$ cat config.mk
export PLATFORM = sky130hd
export DESIGN_NAME = binary_semaphore_wait_queue_unit
export DESIGN_NICKNAME = d
export VERILOG_FILES = /design/src/design/bswq_pkg.sv /design/src/design/bswq_front.sv /design/src/design/bswq_back.sv /design/src/design/binary_semaphore_wait_queue_unit.sv
export VERILOG_INCLUDE_DIRS = /design/src /design/src/design
export SDC_FILE = /design/constraint.sdc
export NUM_CORES = 1
export LEC_CHECK = 0
export ABC_CLOCK_PERIOD_IN_PS = 4600
export BUFFER_PORTS_ARGS = -buffer_cell sky130_fd_sc_hd__buf_4
export CAP_MARGIN = 10
export CORE_MARGIN = 8
export CORE_UTILIZATION = 50
export CTS_CLUSTER_DIAMETER = 30
export DETAILED_ROUTE_END_ITERATION = 8
export PLACE_DENSITY_LB_ADDON = 0.08
export SLEW_MARGIN = 20
export SYNTH_ARGS = -nofsm -noshare
export SYNTH_HDL_FRONTEND = slang
export SYNTH_SLANG_ARGS = --single-unit
$ cat constraint.sdc
create_clock -name clk -period 4.6 [get_ports clk]
set_clock_uncertainty 0.2 [all_clocks]
set_input_delay 0.23 -clock clk [delete_from_list [all_inputs] [get_ports clk]]
set_output_delay 0.23 -clock clk [all_outputs]
set_load 0.1 [all_outputs]
$ cat src/design/binary_semaphore_wait_queue_unit_defines.svh
// ----------------------------------------------------------------------------
// Assertion macros for the binary semaphore wait queue unit
// Shared concurrent assertion forms used by bswq_back.
// ----------------------------------------------------------------------------
`ifndef BINARY_SEMAPHORE_WAIT_QUEUE_UNIT_DEFINES_SVH
`define BINARY_SEMAPHORE_WAIT_QUEUE_UNIT_DEFINES_SVH

// Property that must hold on every clock edge outside reset
`define BSWQ_ASSERT(label, clk, rst_n, prop, msg) \
	label: assert property (@(posedge clk) disable iff (!rst_n) (prop)) \
		else $error(msg);

// Implication: antecedent on one edge, consequent on the same edge
`define BSWQ_ASSERT_IMP(label, clk, rst_n, ante, cons, msg) \
	label: assert property (@(posedge clk) disable iff (!rst_n) (ante) |-> (cons)) \
		else $error(msg);

`endif

$ cat src/design/bswq_pkg.sv
// ----------------------------------------------------------------------------
// bswq_pkg
// Sizes, codes and item types shared by the semaphore wait queue modules.
// ----------------------------------------------------------------------------
`timescale 1ns / 1ps

package bswq_pkg;

	// table sizes
	localparam int NUM_SEMAPHORES = 32;
	localparam int NUM_TASKS      = 64;

	// port field widths
	localparam int SEM_W    = 6;
	localparam int TASK_W   = 6;
	localparam int STATUS_W = 3;

	// internal index widths
	localparam int SEM_IDX_W  = (NUM_SEMAPHORES > 1) ? $clog2(NUM_SEMAPHORES) : 1;
	localparam int TASK_IDX_W = $clog2(NUM_TASKS);

	// front-to-back queue
	localparam int QUEUE_DEPTH = 2;
	localparam int QPTR_W      = (QUEUE_DEPTH > 1) ? $clog2(QUEUE_DEPTH) : 1;
	localparam int QCNT_W      = $clog2(QUEUE_DEPTH + 1);

	// lock states
	localparam logic OPEN   = 1'b0;
	localparam logic CLOSED = 1'b1;

	typedef logic [SEM_W:0]  sem_ext_t;
	typedef logic [TASK_W:0] task_ext_t;

	typedef enum logic {
		CMD_WAIT = 1'b0,
		CMD_POST = 1'b1
	} cmd_t;

	typedef enum logic [STATUS_W-1:0] {
		STAT_GRANTED      = 3'd0,
		STAT_BLOCKED      = 3'd1,
		STAT_ALREADY_OPEN = 3'd2,
		STAT_OPENED       = 3'd3,
		STAT_WOKE         = 3'd4,
		STAT_BAD_INDEX    = 3'd5
	} status_t;

	// classified item as passed from front to back
	typedef struct packed {
		cmd_t                  cmd;
		logic [SEM_IDX_W-1:0]  sem;
		logic [TASK_IDX_W-1:0] tid;
		logic                  bad;
	} item_t;

	// one entry of the shared next-link table
	typedef struct packed {
		logic                  has_next;
		logic [TASK_IDX_W-1:0] next;
	} link_t;

endpackage

$ cat src/design/bswq_front.sv
// ----------------------------------------------------------------------------
// bswq_front
// Accepts items, checks the semaphore and task numbers, and queues the
// classified items for the back end.
// ----------------------------------------------------------------------------
`timescale 1ns / 1ps

module bswq_front (
	input  logic                        clk,
	input  logic                        arst_n,
	input  logic                        push,
	output logic                        full,
	input  logic                        command,
	input  logic [bswq_pkg::SEM_W-1:0]  sem_index,
	input  logic [bswq_pkg::TASK_W-1:0] task_id,
	output logic                        item_valid,
	output bswq_pkg::item_t             item,
	input  logic                        item_take
);
	import bswq_pkg::*;

	item_t              entry_q [QUEUE_DEPTH];
	logic [QPTR_W-1:0]  wr_ptr_q;
	logic [QPTR_W-1:0]  rd_ptr_q;
	logic [QCNT_W-1:0]  count_q;
	item_t              classified;
	logic               accept;
	logic               sem_ok;
	logic               task_ok;

	// range checks; the task number only matters for a wait
	always_comb begin
		sem_ok  = {1'b0, sem_index} < sem_ext_t'(NUM_SEMAPHORES);
		task_ok = {1'b0, task_id} < task_ext_t'(NUM_TASKS);
		classified.cmd = cmd_t'(command);
		classified.sem = sem_index[SEM_IDX_W-1:0];
		classified.tid = task_id[TASK_IDX_W-1:0];
		classified.bad = !sem_ok || ((cmd_t'(command) == CMD_WAIT) && !task_ok);
	end

	assign full       = (count_q == QCNT_W'(QUEUE_DEPTH));
	assign accept     = push && !full;
	assign item_valid = (count_q != '0);
	assign item       = entry_q[rd_ptr_q];

	// queue storage
	always_ff @(posedge clk) begin
		if (accept) begin
			entry_q[wr_ptr_q] <= classified;
		end
	end

	// queue pointers and fill count
	always_ff @(posedge clk or negedge arst_n) begin
		if (!arst_n) begin
			wr_ptr_q <= '0;
			rd_ptr_q <= '0;
			count_q  <= '0;
		end else begin
			if (accept) begin
				wr_ptr_q <= (wr_ptr_q == QPTR_W'(QUEUE_DEPTH - 1)) ? '0 : wr_ptr_q + 1'b1;
			end
			if (item_take) begin
				rd_ptr_q <= (rd_ptr_q == QPTR_W'(QUEUE_DEPTH - 1)) ? '0 : rd_ptr_q + 1'b1;
			end
			if (accept && !item_take) begin
				count_q <= count_q + 1'b1;
			end else if (!accept && item_take) begin
				count_q <= count_q - 1'b1;
			end
		end
	end

endmodule

$ cat src/design/bswq_back.sv
// ----------------------------------------------------------------------------
// bswq_back
// Carries out classified items against the lock table, the per-semaphore
// head and tail memories and the shared link memory; holds the result.
// ----------------------------------------------------------------------------
`timescale 1ns / 1ps

`include "binary_semaphore_wait_queue_unit_defines.svh"

module bswq_back (
	input  logic                        clk,
	input  logic                        arst_n,
	input  logic                        item_valid,
	input  bswq_pkg::item_t             item,
	output logic                        item_take,
	output logic                        out_valid,
	input  logic                        pop,
	output bswq_pkg::status_t           out_status,
	output logic [bswq_pkg::TASK_W-1:0] out_woken_task,
	output logic                        out_woken_valid
);
	import bswq_pkg::*;

	typedef enum logic [1:0] {
		ST_IDLE,
		ST_EXEC,
		ST_LINK,
		ST_NEXT
	} state_t;

	state_t                    state_q;
	item_t                     cur_q;
	logic [NUM_SEMAPHORES-1:0] lock_closed_q;
	logic [NUM_SEMAPHORES-1:0] nonempty_q;
	logic                      out_valid_q;
	status_t                   out_status_q;
	logic [TASK_W-1:0]         out_woken_task_q;
	logic                      out_woken_valid_q;

	logic [TASK_IDX_W-1:0] head_mem [NUM_SEMAPHORES];
	logic [TASK_IDX_W-1:0] tail_mem [NUM_SEMAPHORES];
	link_t                 link_mem [NUM_TASKS];
	logic [TASK_IDX_W-1:0] head_rd_q;
	logic [TASK_IDX_W-1:0] tail_rd_q;
	link_t                 link_rd_q;

	logic                  take;
	logic                  cur_lock;
	logic                  cur_ne;
	logic                  head_we;
	logic [TASK_IDX_W-1:0] head_wd;
	logic                  tail_we;
	logic                  link_we;
	logic [TASK_IDX_W-1:0] link_wa;
	link_t                 link_wd;
	logic                  link_re;

	assign take      = (state_q == ST_IDLE) && item_valid && !out_valid_q;
	assign item_take = take;
	assign cur_lock  = lock_closed_q[cur_q.sem];
	assign cur_ne    = nonempty_q[cur_q.sem];

	// memory write and read strobes per state
	always_comb begin
		head_we = 1'b0;
		head_wd = cur_q.tid;
		tail_we = 1'b0;
		link_we = 1'b0;
		link_wa = cur_q.tid;
		link_wd = '0;
		link_re = 1'b0;
		case (state_q)
			ST_EXEC: begin
				if (cur_q.cmd == CMD_WAIT) begin
					if (cur_lock == CLOSED) begin
						// caller goes to the tail with no successor
						link_we = 1'b1;
						tail_we = 1'b1;
						head_we = !cur_ne;
					end
				end else if ((cur_lock == CLOSED) && cur_ne) begin
					link_re = 1'b1;
				end
			end
			ST_LINK: begin
				// chain the old tail to the caller
				link_we          = 1'b1;
				link_wa          = tail_rd_q;
				link_wd.has_next = 1'b1;
				link_wd.next     = cur_q.tid;
			end
			ST_NEXT: begin
				head_we = link_rd_q.has_next;
				head_wd = link_rd_q.next;
			end
			default: begin
			end
		endcase
	end

	// head and tail memories, read when an item is taken
	always_ff @(posedge clk) begin
		if (head_we) begin
			head_mem[cur_q.sem] <= head_wd;
		end
		if (tail_we) begin
			tail_mem[cur_q.sem] <= cur_q.tid;
		end
		if (take) begin
			head_rd_q <= head_mem[item.sem];
			tail_rd_q <= tail_mem[item.sem];
		end
	end

	// shared link memory, read at the current head on a wake
	always_ff @(posedge clk) begin
		if (link_we) begin
			link_mem[link_wa] <= link_wd;
		end
		if (link_re) begin
			link_rd_q <= link_mem[head_rd_q];
		end
	end

	// sequencer, lock flags and result register
	always_ff @(posedge clk or negedge arst_n) begin
		if (!arst_n) begin
			state_q           <= ST_IDLE;
			cur_q             <= '0;
			lock_closed_q     <= '0;
			nonempty_q        <= '0;
			out_valid_q       <= 1'b0;
			out_status_q      <= STAT_GRANTED;
			out_woken_task_q  <= '0;
			out_woken_valid_q <= 1'b0;
		end else begin
			if (out_valid_q && pop) begin
				out_valid_q <= 1'b0;
			end
			case (state_q)
				ST_IDLE: begin
					if (take) begin
						cur_q <= item;
						if (item.bad) begin
							out_valid_q       <= 1'b1;
							out_status_q      <= STAT_BAD_INDEX;
							out_woken_task_q  <= '0;
							out_woken_valid_q <= 1'b0;
						end else begin
							state_q <= ST_EXEC;
						end
					end
				end
				ST_EXEC: begin
					out_woken_task_q  <= '0;
					out_woken_valid_q <= 1'b0;
					if (cur_q.cmd == CMD_WAIT) begin
						if (cur_lock == OPEN) begin
							lock_closed_q[cur_q.sem] <= CLOSED;
							out_valid_q              <= 1'b1;
							out_status_q             <= STAT_GRANTED;
							state_q                  <= ST_IDLE;
						end else begin
							nonempty_q[cur_q.sem] <= 1'b1;
							if (cur_ne) begin
								state_q <= ST_LINK;
							end else begin
								out_valid_q  <= 1'b1;
								out_status_q <= STAT_BLOCKED;
								state_q      <= ST_IDLE;
							end
						end
					end else begin
						if (cur_lock == OPEN) begin
							out_valid_q  <= 1'b1;
							out_status_q <= STAT_ALREADY_OPEN;
							state_q      <= ST_IDLE;
						end else if (!cur_ne) begin
							lock_closed_q[cur_q.sem] <= OPEN;
							out_valid_q              <= 1'b1;
							out_status_q             <= STAT_OPENED;
							state_q                  <= ST_IDLE;
						end else begin
							state_q <= ST_NEXT;
						end
					end
				end
				ST_LINK: begin
					out_valid_q  <= 1'b1;
					out_status_q <= STAT_BLOCKED;
					state_q      <= ST_IDLE;
				end
				ST_NEXT: begin
					// last waiter leaves: the queue empties, lock stays closed
					if (!link_rd_q.has_next) begin
						nonempty_q[cur_q.sem] <= 1'b0;
					end
					out_valid_q       <= 1'b1;
					out_status_q      <= STAT_WOKE;
					out_woken_task_q  <= TASK_W'(head_rd_q);
					out_woken_valid_q <= 1'b1;
					state_q           <= ST_IDLE;
				end
				default: begin
					state_q <= ST_IDLE;
				end
			endcase
		end
	end

	assign out_valid       = out_valid_q;
	assign out_status      = out_status_q;
	assign out_woken_task  = out_woken_task_q;
	assign out_woken_valid = out_woken_valid_q;

	// a result only waits while the sequencer is idle
	`BSWQ_ASSERT_IMP(a_busy_no_result, clk, arst_n, state_q != ST_IDLE,
		!out_valid_q, "result held while busy")
	// a wake is reached only from execute, on a closed semaphore with waiters
	`BSWQ_ASSERT_IMP(a_wake_closed, clk, arst_n, state_q == ST_NEXT,
		(cur_lock == CLOSED) && cur_ne, "wake on open or empty semaphore")
	// link step only follows the execute step
	`BSWQ_ASSERT_IMP(a_link_order, clk, arst_n, state_q == ST_LINK,
		$past(state_q) == ST_EXEC, "link step out of order")
	// the woken flag matches the status code
	`BSWQ_ASSERT_IMP(a_woken_flag, clk, arst_n, out_valid_q,
		out_woken_valid_q == (out_status_q == STAT_WOKE), "woken flag disagrees with status")

endmodule

$ cat src/design/binary_semaphore_wait_queue_unit.sv
// Steps: a result for a bad index is registered as the back end takes the item; grant, open
// and already open come from the execute step, a block from execute or link, a wake from next.
// The back end takes an item only while idle and while no result waits; linking a blocked
// caller or a wake adds one step.
// Reset: asynchronous, clears all locks to open and all wait queues to empty at once;
// pointer and link memories need no clearing pass.
// ----------------------------------------------------------------------------
// binary_semaphore_wait_queue_unit
// Binary semaphore table with a FIFO wait queue of task numbers per semaphore.
// ----------------------------------------------------------------------------
`timescale 1ns / 1ps

module binary_semaphore_wait_queue_unit (
	input  logic                          clk,
	input  logic                          arst_n,
	input  logic                          push,
	output logic                          full,
	input  logic                          command,
	input  logic [bswq_pkg::SEM_W-1:0]    sem_index,
	input  logic [bswq_pkg::TASK_W-1:0]   task_id,
	output logic                          empty,
	input  logic                          pop,
	output logic [bswq_pkg::STATUS_W-1:0] status,
	output logic [bswq_pkg::TASK_W-1:0]   woken_task,
	output logic                          woken_valid
);
	import bswq_pkg::*;

	logic    item_valid;
	item_t   item;
	logic    item_take;
	logic    res_valid;
	status_t res_status;

	// accept and classify
	bswq_front u_front (
		.clk        (clk),
		.arst_n     (arst_n),
		.push       (push),
		.full       (full),
		.command    (command),
		.sem_index  (sem_index),
		.task_id    (task_id),
		.item_valid (item_valid),
		.item       (item),
		.item_take  (item_take)
	);

	// execute against the semaphore tables
	bswq_back u_back (
		.clk             (clk),
		.arst_n          (arst_n),
		.item_valid      (item_valid),
		.item            (item),
		.item_take       (item_take),
		.out_valid       (res_valid),
		.pop             (pop),
		.out_status      (res_status),
		.out_woken_task  (woken_task),
		.out_woken_valid (woken_valid)
	);

	assign empty  = !res_valid;
	assign status = res_status;

endmodule
==> Implementation_results.wiki <==
{| class="wikitable"
! Metric !! Value
|-
| Gpl congestion || 0.825
|-
| Clock-pin slew reported for the worst setup and hold paths after clock tree synthesis || 50 ps
|-
| Worst hold margin || 42.9 ps
|-
| Global-route total usage across every layer || 23.1%
|-
| Iter 0 DRT Violations || 2169
|-
| Pin count of the biggest net entering global routing || 94
|-
| Post-Syn Instances || 2260
|-
| First-pass GRT wire length || 153000 um
|-
| Final routed wire length divided by cell count || 28.2 um
|-
| H-tree level count || 4
|-
| Data required time of the critical path || 4770 ps
|-
| Core area || 0.0787 sq mm
|-
| Final max-slew violation count || 0
|-
| Boundary pin count || 29
|-
| Layout overhead on the synthesized area || 20.8%
|-
| Number of flip-flops and latches in the synthesized netlist || 970
|-
| Clock Path Buffers || 3
|-
| Overflow after GRT || 0
|-
| Footprint of the flip-flops and latches || 0.0287 sq mm
|-
| Kind of end point of the critical path || register
|-
| Via total after detailed routing || 22297
|-
| DRT antenna net count || 0
|-
| Clock Sinks || 970
|-
| Die Outline Area || 0.0885 sq mm
|-
| Worst min-delay path class || in -> reg
|-
| Post-Synthesis Cell Area || 0.0396 sq mm
|-
| List of cells traversed by the critical path || or2_2 -> o221ai_1 -> a21boi_0 -> o2111a_1 -> inv_1 -> ha_1 -> nand2_1 -> a21boi_1 -> buf_4 -> nand3_1 -> nor2_1
|-
| Fmax || 0.237 GHz
|-
| Most common library cell in the layout ignoring fill and taps || sky130_fd_sc_hd__edfxtp_1
|-
| Standard cell with the maximum stage delay on the critical path || sky130_fd_sc_hd__nor2_1
|-
| Number of clock buffers inserted by TritonCTS || 182
|-
| Number of rows created at floorplan || 103
|-
| Count of yosys warnings during synthesis || 0
|-
| Number of maximum-capacitance violations || 0
|-
| Chip width || 298 um
|-
| Number of global-route vias before repair || 22882
|-
| Routed via count divided by cell count || 6.11
|-
| Routed wire length || 103000 um
|-
| Kind of start point of the critical path || register
|-
| Actual transition at the worst max-transition pin || 1160 ps
|-
| Total design power || 33.3 mW
|-
| Die height || 298 um
|-
| Most frequent cells in the layout || sky130_fd_sc_hd__edfxtp_1 (877), sky130_fd_sc_hd__mux4_2 (222), sky130_fd_sc_hd__nand2_1 (195)
|-
| Worst max-slew margin expressed relative to the limit || 22.3%
|-
| Setup repair after global routing missed its margin || no
|-
| Maximum VDD drop || 0.404 mV
|-
| Sequential area share after synthesis || 72.3%
|-
| Worst path top cell family by delay || simple AND/OR/NAND/NOR gates
|-
| Total buffers and inverters traversed by the critical path || 2
|-
| Number of nets in the layout || 2462
|-
| Initial Utilization || 50.3%
|-
| Arr. time, crit path || 4390 ps
|-
| Setup_tns || 0 ps
|-
| Worst setup path class || reg -> reg
|-
| Post-Place Worst Slack || 408 ps
|-
| Clock latency of the later-clocked register in the worst-skew pair || 740 ps
|-
| Fraction of registers with async set/reset || 9.59%
|-
| Endpoints failing hold || 0
|-
| Layout Cells excl Fill || 3650
|-
| Root buffer selected by CTS || sky130_fd_sc_hd__clkbuf_16
|-
| Net count after synthesis || 2283
|-
| Antenna violations before repair || 1
|-
| Static Leak || 16.9 nW
|-
| Mean area per synthesized cell || 17.5 sq um
|-
| Port Buf Inserts || 28
|-
| DRT Pass-1 Iters || 7
|-
| Number of gates resized after cts || 0
|-
| Leading register cell type out of synthesis || sky130_fd_sc_hd__edfxtp_1
|-
| Ratio of total power to cell area || 695 mW/mm^2
|-
| Largest stage delay on the critical path || 700 ps
|-
| Portion of the clock cycle consumed by the worst path in the final layout || 91.8%
|-
| # Post-CTS Setup Buffers || 0
|-
| Peak fanout along the critical path || 18
|-
| Library cells used by synthesis || 60
|-
| Multi-input gate area || 0.0102 sq mm
|-
| Worst setup margin || 376 ps
|-
| Time the worst path needs with I/O delays and setup || 4220 ps
|-
| Detail Placement HPWL || 64100 um
|-
| TritonCTS clock tree || built
|-
| Number of filler instances in the final layout || 5730
|-
| Placed Cells incl. Taps || 3284
|-
| Drc violations || 0
|-
| Proportion of layout cells with a drive suffix above 1 || 26.0%
|-
| Result of the run || finished clean
|-
| Setup-violating endpoint count in the final report || 0
|-
| Post-synth EDFFs || 877
|}
==> worst register-to-register path: stages (launching register included) <==
cell,delay (ps)
sky130_fd_sc_hd__dfrtp_1,570
sky130_fd_sc_hd__or2_2,400
sky130_fd_sc_hd__o221ai_1,170
sky130_fd_sc_hd__a21boi_0,110
sky130_fd_sc_hd__o2111a_1,340
sky130_fd_sc_hd__inv_1,190
sky130_fd_sc_hd__ha_1,180
sky130_fd_sc_hd__nand2_1,90
sky130_fd_sc_hd__a21boi_1,280
sky130_fd_sc_hd__buf_4,220
sky130_fd_sc_hd__nand3_1,410
sky130_fd_sc_hd__nor2_1,710
==> metrics by stage <==
step	cell area [sq um]	util [%]
2_1_floorplan	39600	-
5_1_grt	47900	60.8
3_3_place_gp	41400	52.6
3_5_place_dp	41400	52.6
6_report	47900	60.8
4_1_cts	47900	60.8
==> sequential cells by signal, indices dropped and copies added, names as in the netlist, 2 cells and up, named ones only <==
name	cells
u_back.link_mem	448
u_back.out_woken_task	6
u_back.link_rd_q	7
u_back.state_q	2
u_back.cur_q	12
u_back.head_mem	192
u_back.head_rd_q	6
u_front.entry_q	26
u_front.count_q	2
u_back.out_status	3
u_back.tail_mem	192
u_back.tail_rd_q	6
==> synthesized netlist by cell type, drive strengths merged (3+ instances only) <==
cell / number / area share (%)
edfxtp: 877 / 66
mux4: 222 / 13
nand2: 195 / 1.8
nor2: 163 / 1.5
dfrtp: 93 / 5.9
clkbuf: 82 / 0.78
a211oi: 65 / 1.2
buf: 60 / 0.76
inv: 53 / 0.50
o21ai: 49 / 0.62
a21oi: 47 / 0.59
mux2i: 43 / 1.1
nand3: 42 / 0.53
o221ai: 38 / 0.84
o31ai: 32 / 0.61
a211o: 25 / 0.55
o22ai: 11 / 0.17
o41ai: 11 / 0.24
mux2: 10 / 0.28
a41oi: 9 / 0.20
o21bai: 9 / 0.17
and2: 8 / 0.13
nor4: 8 / 0.13
o22a: 8 / 0.18
a21o: 7 / 0.13
o2111a: 7 / 0.20
a31oi: 6 / 0.095
a32o: 6 / 0.15
ha: 6 / 0.19
nand2b: 6 / 0.095
nor2b: 6 / 0.095
a311o: 4 / 0.10
a311oi: 4 / 0.088
and3: 4 / 0.063
nand3b: 4 / 0.076
nor3: 4 / 0.051
o32ai: 4 / 0.088
nor3b: 3 / 0.057
or2: 3 / 0.047
or3: 3 / 0.047
xnor2: 3 / 0.066
==> layer usage <==
metal / vias up / routed length (um) / global-route usage [%]
met5: - / 0 / 0
met2: 924 / 51300 / 38.2
met4: 0 / 3970 / 9.25
li1: 9573 / - / -
met1: 11576 / 41200 / 30.3
met3: 224 / 6440 / 4.13
==> kinds of logic after synthesis <==
kind of cell               count (synthesis)  share of synthesized area [%]
AOI/OAI and AO/OA                        356                           6.60
and+or+nand+nor                          452                           4.76
xor gates and xnor gates                   5                          0.110
muxes                                    275                           14.0
buffers and inverters                    196                           2.05
adders and majority gates                  6                          0.189
DFF                                      970                           72.3
==> final cells by class <==
cell class / instances / share of cell area, %
Tap cell: 1050 / 2.74
Clock inverter: 132 / 3.09
Clock buffer: 212 / 9.98
Sequential cell: 970 / 59.9
Timing Repair Buffer: 137 / 2.48
Multi-Input combinational cell: 1094 / 21.4
Inverter: 54 / 0.423
Antenna cell: 1 / 0.00523
==> power by group <==
group	internal (mW)	leakage, nW	total, mW	switching [mW]
clock	8.70	3.02	13.3	4.62
sequential	10.8	9.57	11.2	0.458
combinational	3.04	4.34	8.72	5.68
==> worst paths after layout <==
kind                                     startpoint                        to  slack, ps  cells past startpoint
setup reg to reg                    u_back.cur_q[7]    u_back.link_mem[36][1]        380                     11
hold / removal                           task_id[0]     u_front.entry_q[0][1]         40                      2
min in group asynchronous                    arst_n                 async pin        380                      4
setup / recovery                    u_back.cur_q[7]    u_back.link_mem[36][1]        380                     11
hold reg to reg            u_back.out_woken_task[4]  u_back.out_woken_task[4]        280                      2
max in group asynchronous                    arst_n           u_back.cur_q[3]       3220                      4
==> what timing repair did <==
item,CTS,global route
hold buffers,21,0
hold endpoints to repair,91,0
setup endpoints to repair,0,0
No activity file was read; power rests on OpenSTA's default activity.
